File: src/hw/rtl/sts_pkg.sv
// ---------------------------------------------------------------------------
// sts_pkg
// Shared types, character codes and helpers for the script token splitter.
// ---------------------------------------------------------------------------
`default_nettype none

package sts_pkg;

	localparam int MAX_TOKEN_LEN_DEF = 256;

	localparam logic [7:0] CH_HASH   = 8'h23;  // '#'
	localparam logic [7:0] CH_EQUAL  = 8'h3D;  // '='
	localparam logic [7:0] CH_LBRACK = 8'h5B;  // '['
	localparam logic [7:0] CH_RBRACK = 8'h5D;  // ']'
	localparam logic [7:0] CH_QUOTE  = 8'h22;  // '"'
	localparam logic [7:0] CH_SPACE  = 8'h20;
	localparam logic [7:0] CH_TAB    = 8'h09;
	localparam logic [7:0] CH_LF     = 8'h0A;
	localparam logic [7:0] CH_CR     = 8'h0D;
	localparam logic [7:0] CH_SKIP   = 8'hFF;  // skipped byte

	typedef enum logic [2:0] {
		MODE_IDLE    = 3'd0,
		MODE_COMMENT = 3'd1,
		MODE_TOKEN   = 3'd2,
		MODE_CLOSED  = 3'd4,
		MODE_QUOTE   = 3'd5
	} scan_mode_t;

	typedef struct packed {
		logic [7:0] in_byte;
		logic       end_of_input;
	} in_item_t;

	typedef struct packed {
		logic [7:0] token_byte;
		logic       byte_valid;
		logic       token_end;
		logic       token_discarded;
	} out_item_t;

	function automatic logic is_blank(input logic [7:0] c);
		return (c == CH_SPACE) || (c == CH_TAB) || (c == CH_LF) || (c == CH_CR);
	endfunction

	function automatic logic is_single(input logic [7:0] c);
		return (c == CH_EQUAL) || (c == CH_LBRACK) || (c == CH_RBRACK);
	endfunction

endpackage

`default_nettype wire

File: src/hw/rtl/sts_scan.sv
// ---------------------------------------------------------------------------
// sts_scan
// Next-state and result logic for one beat: current mode, length and held
// byte plus the incoming beat give the new state and at most one result.
// ---------------------------------------------------------------------------
`default_nettype none

module sts_scan import sts_pkg::*; #(
	parameter int MAX_TOKEN_LEN = MAX_TOKEN_LEN_DEF,
	localparam int LEN_W = $clog2(MAX_TOKEN_LEN + 1)
) (
	input  var scan_mode_t  mode,
	input  var logic [LEN_W-1:0] len,
	input  var logic [7:0]  held_byte,
	input  var logic        held_valid,
	input  var in_item_t    item,
	output scan_mode_t      mode_nxt,
	output logic [LEN_W-1:0] len_nxt,
	output logic [7:0]      held_byte_nxt,
	output logic            held_valid_nxt,
	output logic            emit,
	output out_item_t       result
);

	localparam logic [LEN_W-1:0] LEN_MAX = LEN_W'(MAX_TOKEN_LEN);
	localparam logic [LEN_W-1:0] LEN_ONE = LEN_W'(1);

	logic [7:0]       c;
	logic [7:0]       ahead;
	logic [LEN_W-1:0] len_inc;

	assign c       = held_byte;
	assign ahead   = item.in_byte;
	assign len_inc = len + LEN_ONE;

	always_comb begin
		mode_nxt       = mode;
		len_nxt        = len;
		held_byte_nxt  = ahead;
		held_valid_nxt = 1'b1;
		emit           = 1'b0;
		result         = '0;
		if (item.end_of_input) begin
			// Stream end: drop any open token and forget the held byte.
			if (mode == MODE_TOKEN || mode == MODE_CLOSED || mode == MODE_QUOTE) begin
				emit                   = 1'b1;
				result.token_discarded = 1'b1;
			end
			mode_nxt       = MODE_IDLE;
			len_nxt        = '0;
			held_byte_nxt  = '0;
			held_valid_nxt = 1'b0;
		end else if (held_valid && c != CH_SKIP) begin
			case (mode)
				MODE_COMMENT: begin
					if (c == CH_LF)
						mode_nxt = MODE_IDLE;
				end
				MODE_TOKEN: begin
					if (is_blank(c)) begin
						mode_nxt         = MODE_IDLE;
						len_nxt          = '0;
						emit             = 1'b1;
						result.token_end = 1'b1;
					end else if (c == CH_HASH) begin
						mode_nxt = MODE_CLOSED;
					end else begin
						emit              = 1'b1;
						result.token_byte = c;
						result.byte_valid = 1'b1;
						len_nxt           = len_inc;
						if (len_inc >= LEN_MAX || is_single(c) || is_single(ahead)) begin
							mode_nxt         = MODE_IDLE;
							len_nxt          = '0;
							result.token_end = 1'b1;
						end
					end
				end
				MODE_CLOSED: begin
					if (c == CH_LF) begin
						mode_nxt         = MODE_IDLE;
						len_nxt          = '0;
						emit             = 1'b1;
						result.token_end = 1'b1;
					end
				end
				MODE_QUOTE: begin
					if (c == CH_QUOTE) begin
						mode_nxt         = MODE_IDLE;
						len_nxt          = '0;
						emit             = 1'b1;
						result.token_end = 1'b1;
					end else begin
						emit              = 1'b1;
						result.token_byte = c;
						result.byte_valid = 1'b1;
						len_nxt           = len_inc;
						if (len_inc >= LEN_MAX) begin
							mode_nxt         = MODE_IDLE;
							len_nxt          = '0;
							result.token_end = 1'b1;
						end
					end
				end
				default: begin
					// Idle, and any unused mode code behaves as idle.
					mode_nxt = MODE_IDLE;
					if (is_blank(c)) begin
						mode_nxt = MODE_IDLE;
					end else if (c == CH_HASH) begin
						mode_nxt = MODE_COMMENT;
					end else if (c == CH_QUOTE) begin
						mode_nxt = MODE_QUOTE;
						len_nxt  = '0;
					end else if (is_single(c) || is_single(ahead)) begin
						len_nxt           = '0;
						emit              = 1'b1;
						result.token_byte = c;
						result.byte_valid = 1'b1;
						result.token_end  = 1'b1;
					end else begin
						mode_nxt          = MODE_TOKEN;
						len_nxt           = LEN_ONE;
						emit              = 1'b1;
						result.token_byte = c;
						result.byte_valid = 1'b1;
					end
				end
			endcase
		end
	end

endmodule

`default_nettype wire

File: src/hw/rtl/sts_out_reg.sv
// ---------------------------------------------------------------------------
// sts_out_reg
// Result register: holds one result beat until the consumer takes it.
// ---------------------------------------------------------------------------
`default_nettype none

module sts_out_reg import sts_pkg::*; (
	input  var logic      clk,
	input  var logic      arst_n,
	input  var logic      load,
	input  var out_item_t load_data,
	output logic          free,
	output logic          rsp_valid,
	input  var logic      rsp_ready,
	output out_item_t     rsp
);

	logic      valid_q;
	out_item_t data_q;

	assign free      = !valid_q || rsp_ready;
	assign rsp_valid = valid_q;
	assign rsp       = data_q;

	always_ff @(posedge clk or negedge arst_n) begin
		if (!arst_n) begin
			valid_q <= 1'b0;
		end else if (load) begin
			valid_q <= 1'b1;
		end else if (rsp_ready) begin
			valid_q <= 1'b0;
		end
	end

	always_ff @(posedge clk) begin
		if (load)
			data_q <= load_data;
	end

endmodule

`default_nettype wire

File: src/hw/rtl/script_token_splitter_core.sv
// ---------------------------------------------------------------------------
// script_token_splitter_core
// Splits a script byte stream into tokens with one byte of lookahead.
// ---------------------------------------------------------------------------
//  channel | handshake            | payload
//  --------+----------------------+-------------------------------------------
//  req     | req_valid/req_ready  | in_item_t  {in_byte, end_of_input}
//  rsp     | rsp_valid/rsp_ready  | out_item_t {token_byte, byte_valid,
//          |                      |             token_end, token_discarded}
//
//  One input beat per clock while req_ready is high. Each beat is decided
//  in the cycle it is taken, from the held byte, the scan mode and the token
//  length; a result lands in the result register and shows on rsp next cycle.
//  req_ready only drops while a result sits unread and rsp_ready is low.
//  Reset (arst_n low) returns to idle with nothing held and no result pending.
// ---------------------------------------------------------------------------
`default_nettype none

module script_token_splitter_core import sts_pkg::*; #(
	parameter int MAX_TOKEN_LEN = MAX_TOKEN_LEN_DEF
) (
	input  var logic      clk,
	input  var logic      arst_n,
	input  var logic      req_valid,
	output logic          req_ready,
	input  var in_item_t  req,
	output logic          rsp_valid,
	input  var logic      rsp_ready,
	output out_item_t     rsp
);

	localparam int LEN_W = $clog2(MAX_TOKEN_LEN + 1);

	// Scan state; the held byte is the byte being decided, the incoming
	// beat serves as its lookahead.
	scan_mode_t       mode_q;
	logic [LEN_W-1:0] len_q;
	logic [7:0]       held_byte_q;
	logic             held_valid_q;

	scan_mode_t       mode_nxt;
	logic [LEN_W-1:0] len_nxt;
	logic [7:0]       held_byte_nxt;
	logic             held_valid_nxt;
	logic             emit;
	out_item_t        result;

	logic accept;
	logic free;

	assign req_ready = free;
	assign accept    = req_valid && free;

	sts_scan #(
		.MAX_TOKEN_LEN(MAX_TOKEN_LEN)
	) u_scan (
		.mode           (mode_q),
		.len            (len_q),
		.held_byte      (held_byte_q),
		.held_valid     (held_valid_q),
		.item           (req),
		.mode_nxt       (mode_nxt),
		.len_nxt        (len_nxt),
		.held_byte_nxt  (held_byte_nxt),
		.held_valid_nxt (held_valid_nxt),
		.emit           (emit),
		.result         (result)
	);

	// Result beat goes out through its own register so the next input can be
	// taken in the same cycle the consumer takes this one.
	sts_out_reg u_out (
		.clk       (clk),
		.arst_n    (arst_n),
		.load      (accept && emit),
		.load_data (result),
		.free      (free),
		.rsp_valid (rsp_valid),
		.rsp_ready (rsp_ready),
		.rsp       (rsp)
	);

	always_ff @(posedge clk or negedge arst_n) begin
		if (!arst_n) begin
			mode_q       <= MODE_IDLE;
			len_q        <= '0;
			held_byte_q  <= '0;
			held_valid_q <= 1'b0;
		end else if (accept) begin
			mode_q       <= mode_nxt;
			len_q        <= len_nxt;
			held_byte_q  <= held_byte_nxt;
			held_valid_q <= held_valid_nxt;
		end
	end

endmodule

`default_nettype wire

File: config.mk
export PLATFORM = sky130hd
export DESIGN_NAME = script_token_splitter_core
export DESIGN_NICKNAME = d
export VERILOG_FILES = /design/src/hw/rtl/sts_pkg.sv /design/src/hw/rtl/sts_scan.sv /design/src/hw/rtl/sts_out_reg.sv /design/src/hw/rtl/script_token_splitter_core.sv
export SDC_FILE = /design/constraint.sdc
export NUM_CORES = 1
export LEC_CHECK = 0
export BUFFER_PORTS_ARGS = -buffer_cell sky130_fd_sc_hd__buf_4
export CAP_MARGIN = 20
export CORE_ASPECT_RATIO = 1.75
export CORE_MARGIN = 5
export CORE_UTILIZATION = 50
export CTS_CLUSTER_SIZE = 20
export DETAILED_ROUTE_END_ITERATION = 8
export HOLD_SLACK_MARGIN = 0.15
export PLACE_DENSITY_LB_ADDON = 0.1
export SYNTH_ARGS = -nofsm -noshare
export SYNTH_HDL_FRONTEND = slang
export SYNTH_SLANG_ARGS = --single-unit
File: constraint.sdc
create_clock -name clk -period 2.77 [get_ports clk]
set_input_delay 0 -clock clk [delete_from_list [all_inputs] [get_ports clk]]
set_output_delay 0 -clock clk [all_outputs]
set_load 0.02 [all_outputs]
Word level (Yosys, flattened, before mapping)
Index checks and enable logic that the tools add are counted.
- $add $sub $neg: 1
- magnitude comparators: 1
- equal/unequal tests: 25
- mux-type cells: 53
- bitwise operators: 1
- reductions and logical operators: 23
- operators with widths (kind ; number):
    2-to-1 mux 9 bit ; 13
    == test 8 x 6 -> 1 bit (second input constant) ; 5
    2-to-1 mux 10 bit ; 4
    one-hot mux 9 bit (4 select lines) ; 1
    2-to-1 mux 3 bit ; 11
    == test 8 x 7 -> 1 bit (second input constant) ; 4
    one-hot mux 9 bit (3 select lines) ; 1
    == test 8 x 4 -> 1 bit (second input constant) ; 3
    2-to-1 mux 1 bit ; 18
    logical OR 1 bit ; 13
    inequality test 5 x 2 -> 1 bit (second input constant) ; 2
    adder 9 x 1 -> 9 bit (second input constant) ; 1
    >= comparator 9 bit (second input constant) ; 1
    one-hot mux 3 bit (3 select lines) ; 1
    2-to-1 mux 8 bit ; 1
    inequality test 4 bit (second input constant) ; 2
    inequality test 8 bit (second input constant) ; 1
    one-hot mux 1 bit (4 select lines) ; 2
    AND reduction 7 bit ; 1
    == test 3 bit (second input constant) ; 2
    inequality test 5 bit (second input constant) ; 1
    AND reduction 5 bit ; 1
    nonzero test 2 bit ; 2
    OR reduction 2 bit ; 2
    9 further kinds ; 11
- register bits after elaboration: 33
- bits of input ports: 13
- output and inout bits: 13
- word-level logic and storage cells: 113

Depth between registers and ports, before layout
- depth in word-level cells: 11
- depth in mapped cells: 8
- depth with buffers taken out: 7

Cells and area by module
Synthesis repeated with hierarchy kept, for this count alone.
- cells, all modules: 222
- area total of the unflattened synthesis: 2274.7 um^2
- modules (own cells, without submodules) (module ; instances ; cells an instance ; area each (um^2) ; seq. area each (um^2)):
    sts_scan ; 1 ; 162 ; 1023.5 ; 0.0
    script_token_splitter_core ; 1 ; 46 ; 873.3 ; 525.5
    sts_out_reg ; 1 ; 14 ; 377.9 ; 355.3

Worst setup path after synthesis
OpenSTA, ideal clock, no wires.
- kind: register to register
- from: register mode_q[0]
- to: register u_out.data_q (netlist bit u_out.rsp[0]) (enable)
- library setup time: 0.378 ns
- arrival: 1.775 ns
- data required time: 2.392 ns
- setup slack: 0.617 ns
- stages on the path, launching flop included: 8
- buffers on the path: 1
- clock period less this slack: 2.153 ns
- cells stage by stage: dfrtp_1 clkbuf_1 nor2_1 xnor2_1 nor2_1 a21oi_1 a21oi_1 nor2_1
- longest elaborated chain between the ends: 6
- elaborated cells on any way between the ends: 11
- those cells by class: eq/ne: 4; mux: 4; reduce/logical: 3
- RTL lines (what ; line ; text):
    from (decl) ; script_token_splitter_core.sv:36 ; scan_mode_t mode_q;
    from (signal assigned) ; script_token_splitter_core.sv:90 ; mode_q <= mode_nxt;
    parallel branches: the longest is 4 deep, another holds one-hot mux 1 bit (4 select lines) ; n/a ;
    2-to-1 mux 1 bit (*) ; sts_scan.sv:43 ; if (item.end_of_input) begin
    logical AND 1 bit (*) ; script_token_splitter_core.sv:75 ; .load (accept && emit),
    net u_out.load ; sts_out_reg.sv:10 ; input var logic load,
    to (signal assigned) ; sts_out_reg.sv:37 ; data_q <= load_data;
    to (decl) ; sts_out_reg.sv:19 ; out_item_t data_q;
Mark *: on every way through the listed nets, which the timed path passes.
A chain may end at the register's enable or synchronous reset.

Final worst setup path
- from: register held_byte_q[0]
- to: register u_out.data_q (netlist bit u_out.rsp[9]), data pin
- longest elaborated chain between the ends: 6
- elaborated cells on any way between the ends: 20
- those cells by class: eq/ne: 7; mux: 7; bitwise: 1; reduce/logical: 5
- RTL lines (what ; line ; text):
    from (decl) ; script_token_splitter_core.sv:38 ; logic [7:0] held_byte_q;
    from (signal assigned) ; script_token_splitter_core.sv:92 ; held_byte_q <= held_byte_nxt;
    == test 8 x 6 -> 1 bit / == test 8 x 4 -> 1 bit (equally long branches) ; sts_pkg.sv:43 ; return (c == CH_SPACE) || (c == CH_TAB) || (c == CH_LF) || (c == CH_CR);
    logical OR 1 bit (3 in a row) ; sts_pkg.sv:43 ;
    2-to-1 mux 10 bit / 2-to-1 mux 9 bit (equally long branches) ; sts_scan.sv:108, sts_scan.sv:60 ;
    one-hot mux 9 bit (3 select lines) ; sts_scan.sv:54 ; case (mode)
Several ways; a longest one is shown, not always the timed one.

==> results.yml <==
sta:
  tightest_slew_ps: 928
  timing.final.ws_setup_ps: 280
  skew_ps: 7.05
  drv_slew: 0
  hold_viol_final: 0
  setup_violations: 0
  finalCritPeriodShare: 0.899
  rsz0062_at_grt: "no"
  slew_headroom: 0.379
  setup_tns_ps: 0
  min_period_ps: 2490
  clock.fmax_mhz: 402
drt:
  viasPerCell: 5.99
  wl_um: 5630
  drc: 0
  via_count: 1946
  avgRoutedWirePerCell_um: 17.3
  drt_first_pass_iters: 4
  initialDrtViolationCount: 42
  postRouteAntennaNets: 0
yosys:
  synth_area_leaders: "dfrtp_1 25%, edfxtp_1 15%, o21ai_0 3.6%"
  avgSynthCellArea_um2: 9.84
  yosysUniqueCellTypes: 63
  synth-main-ff-cell: "dfrtp_1"
  yosysWarnings: 0
  synth_area_leader_cell: "dfrtp_1"
  synth_edf_count: 11
  synth_top_area_frac: 0.249
  synth-seq-area-share: 0.398
  synth_seq_cells: 33
  synth_fp_nets: 239
  synth_cells: 225
  synth_area_um2: 2210
  async_flop_share: 0.667
worst_setup_path:
  worstPathMaxFanout: 7
  cp_slowest_cell: "dfrtp_1"
  crit_path_start: "held_byte_q[0]"
  crit_required_ps: 2800
  critical_path_arrival_ps: 2520
  crit_buf_inv: 1
  reg2reg_setup_slack_ps: 280
  critPathKind: "reg2reg"
  reg2reg_from: "held_byte_q[0]"
  cpLargestDelayFamily: "compound AO/OA/AOI/OAI gates"
  worstPathCellList: "buf_4 -> or3b_1 -> a21oi_1 -> o21ai_0 -> o21a_1 -> o211ai_1 -> nor2_1"
  slowest_delay_ps: 460
  cp-end-kind: "register"
  startpoint_type: "register"
floorplanning:
  ios: 26
  die_w_um: 60.3
  fp.dieH_um: 98.0
  dieArea_um2: 5910
  start_util: 0.507
  design.core.area_um2: 4360
  rows: 32
layout:
  num_antenna_cells: 0
  post-route-util: 0.627
  drive_gt1_frac: 0.255
  fillers: 373
  final_cell_count_no_fill: 325
  nets: 287
  area_growth_pct: 23.7
  final_cell_area_um2: 2740
cts:
  clock_latency_ps: 290
  path_clk_slew_ps: 70
  clock_path_buffers: 2
  numCtsBuffers: 5
  cts_htree_levels: 2
  root_buffer: "clkbuf_8"
  cts_num_sinks: 33
  cts.repair.resized: 0
  cts_tree: "done"
placement:
  dp_hpwl_um: 4130
  place_worst_setup_slack_ps: 161
  port_buffers: 25
  globalplace.congestion: 0.864
  dp_cells: 296
  dpl-instance-area_um2: 2420
global_route:
  grt_first_pass_wirelength_um: 9340
  grt_max_degree: 23
  antenna_found_initial: 0
  grtUsageTotal: 0.207
  grt_pass1_vias: 1909
  overflow: 0
power_and_ir_drop:
  p_leak_nw: 1.20
  power_density_nw_per_um2: 566
  ir_drop_mv: 0.495
flow_run:
  maxCapViolations: 0
worst_hold_path:
  min_path_type: "in2reg"
  worstHoldStart: "req_valid"
run_status:
  status: "complete, no violations"
## area by class of cell
| cell class | count | area [µm²] | share of cell area |
|---|---|---|---|
| clock buffer | 7 | 97.6 | 0.0356 |
| tap | 51 | 63.8 | 0.0233 |
| clock inverter | 1 | 5.00 | 0.00183 |
| inverter | 11 | 41.3 | 0.0151 |
| multi-input combinational | 167 | 1180 | 0.431 |
| timing repair buffer | 55 | 470 | 0.172 |
| sequential | 33 | 881 | 0.322 |
## worst register-to-register path, cell delays in order, from the launching register on
cell and delay [ps]:
dfrtp_1 460, buf_4 200, or3b_1 370, a21oi_1 160, o21ai_0 280, o21a_1 280, o211ai_1 400, nor2_1 80
## path summary, 6_finish.rpt
check,cells past startpoint,end
min in group asynchronous,3,len_q[6]
max,7,u_out.rsp[9]
max reg2reg,7,u_out.rsp[9]
max in group asynchronous,4,len_q[5]
min reg2reg,2,held_valid_q
min,3,u_out.rsp_valid
## through the flow
stage / power, mW / hold WS [ps]
2_1_floorplan: 0.962 / -296
5_1_grt: 1.63 / 166
3_5_place_dp: 1.10 / -95.5
4_1_cts: 1.53 / 159
6_report: 1.55 / 150
3_3_place_gp: 1.10 / -93.8
## layer usage
layer / share of wire / global-route usage / wire (µm) / up-vias
met1: 0.37 / 0.228 / 2100 / 944
met5: 0 / 0 / 0 / -
met3: 0.038 / 0.0384 / 214 / 14
li1: - / - / - / 940
met4: 0.031 / 0.108 / 176 / 0
met2: 0.56 / 0.360 / 3140 / 48
## sequential cells by signal (all words and copies together), names as in the netlist
signal and flops:
held_valid_q 1, held_byte_q 8, u_out.rsp_valid 1, u_out.rsp 11, mode_q 3, len_q 9
## cell usage in the layout (no fill, tap or decap), types with 3 or more instances in the layout
| master | n |
|---|---|
| and2b_1 | 4 |
| nor4_1 | 3 |
| a21oi_1 | 12 |
| nand2b_1 | 7 |
| o31ai_1 | 9 |
| o21ai_0 | 16 |
| a22o_1 | 6 |
| nor2_1 | 14 |
| a31oi_1 | 3 |
| nand2_1 | 16 |
| and2_1 | 5 |
| nand3_1 | 3 |
| inv_1 | 11 |
| xnor2_1 | 3 |
| o32ai_1 | 3 |
| a41o_1 | 4 |
| edfxtp_1 | 11 |
| and3_2 | 4 |
| dfrtp_1 | 22 |
| nor3_1 | 6 |
| clkbuf_8 | 5 |
| dlygate4sd3_1 | 15 |
| buf_4 | 39 |
| and3_1 | 3 |
## repair_timing
item | 4_1_cts | 5_1_grt
endpoints found under the setup margin | 0 | 6
hold buffers | 15 | 0
setup buffers | 0 | 5
hold endpoints to repair | 31 | 0
## power by group
group          internal [mW]  switching, mW  leakage (nW)
Sequential             0.560         0.0666         0.398
Combinational          0.233          0.280         0.744
Clock                  0.231          0.179        0.0534
Total                   1.02          0.526          1.20
## Yosys cell counts (all sizes together), types with 2 or more instances
| cell type | number |
|---|---|
| a41o | 4 |
| edfxtp | 11 |
| or2b | 3 |
| nor3b | 4 |
| nor4 | 3 |
| o32a | 2 |
| nor2b | 2 |
| nor3 | 7 |
| mux2i | 2 |
| a21oi | 12 |
| buf | 4 |
| nand2b | 7 |
| o22a | 2 |
| or3 | 3 |
| o21ai | 16 |
| xnor2 | 3 |
| inv | 11 |
| nand2 | 16 |
| and3 | 7 |
| and2 | 5 |
| nor2 | 14 |
| a22o | 6 |
| o31ai | 9 |
| a31oi | 5 |
| o21a | 2 |
| clkbuf | 10 |
| or3b | 2 |
| nand3 | 3 |
| dfrtp | 22 |
| and2b | 5 |
| xor2 | 2 |
| o32ai | 4 |
## cell families after synthesis
kind of cell    share of synthesized area
fa+ha+maj                         0.00565
simple gates                        0.257
buf+inv                            0.0695
xor+xnor                           0.0198
flops                               0.398
mux                                0.0141
compound gates                      0.236
(Power assumes the default switching activity.)
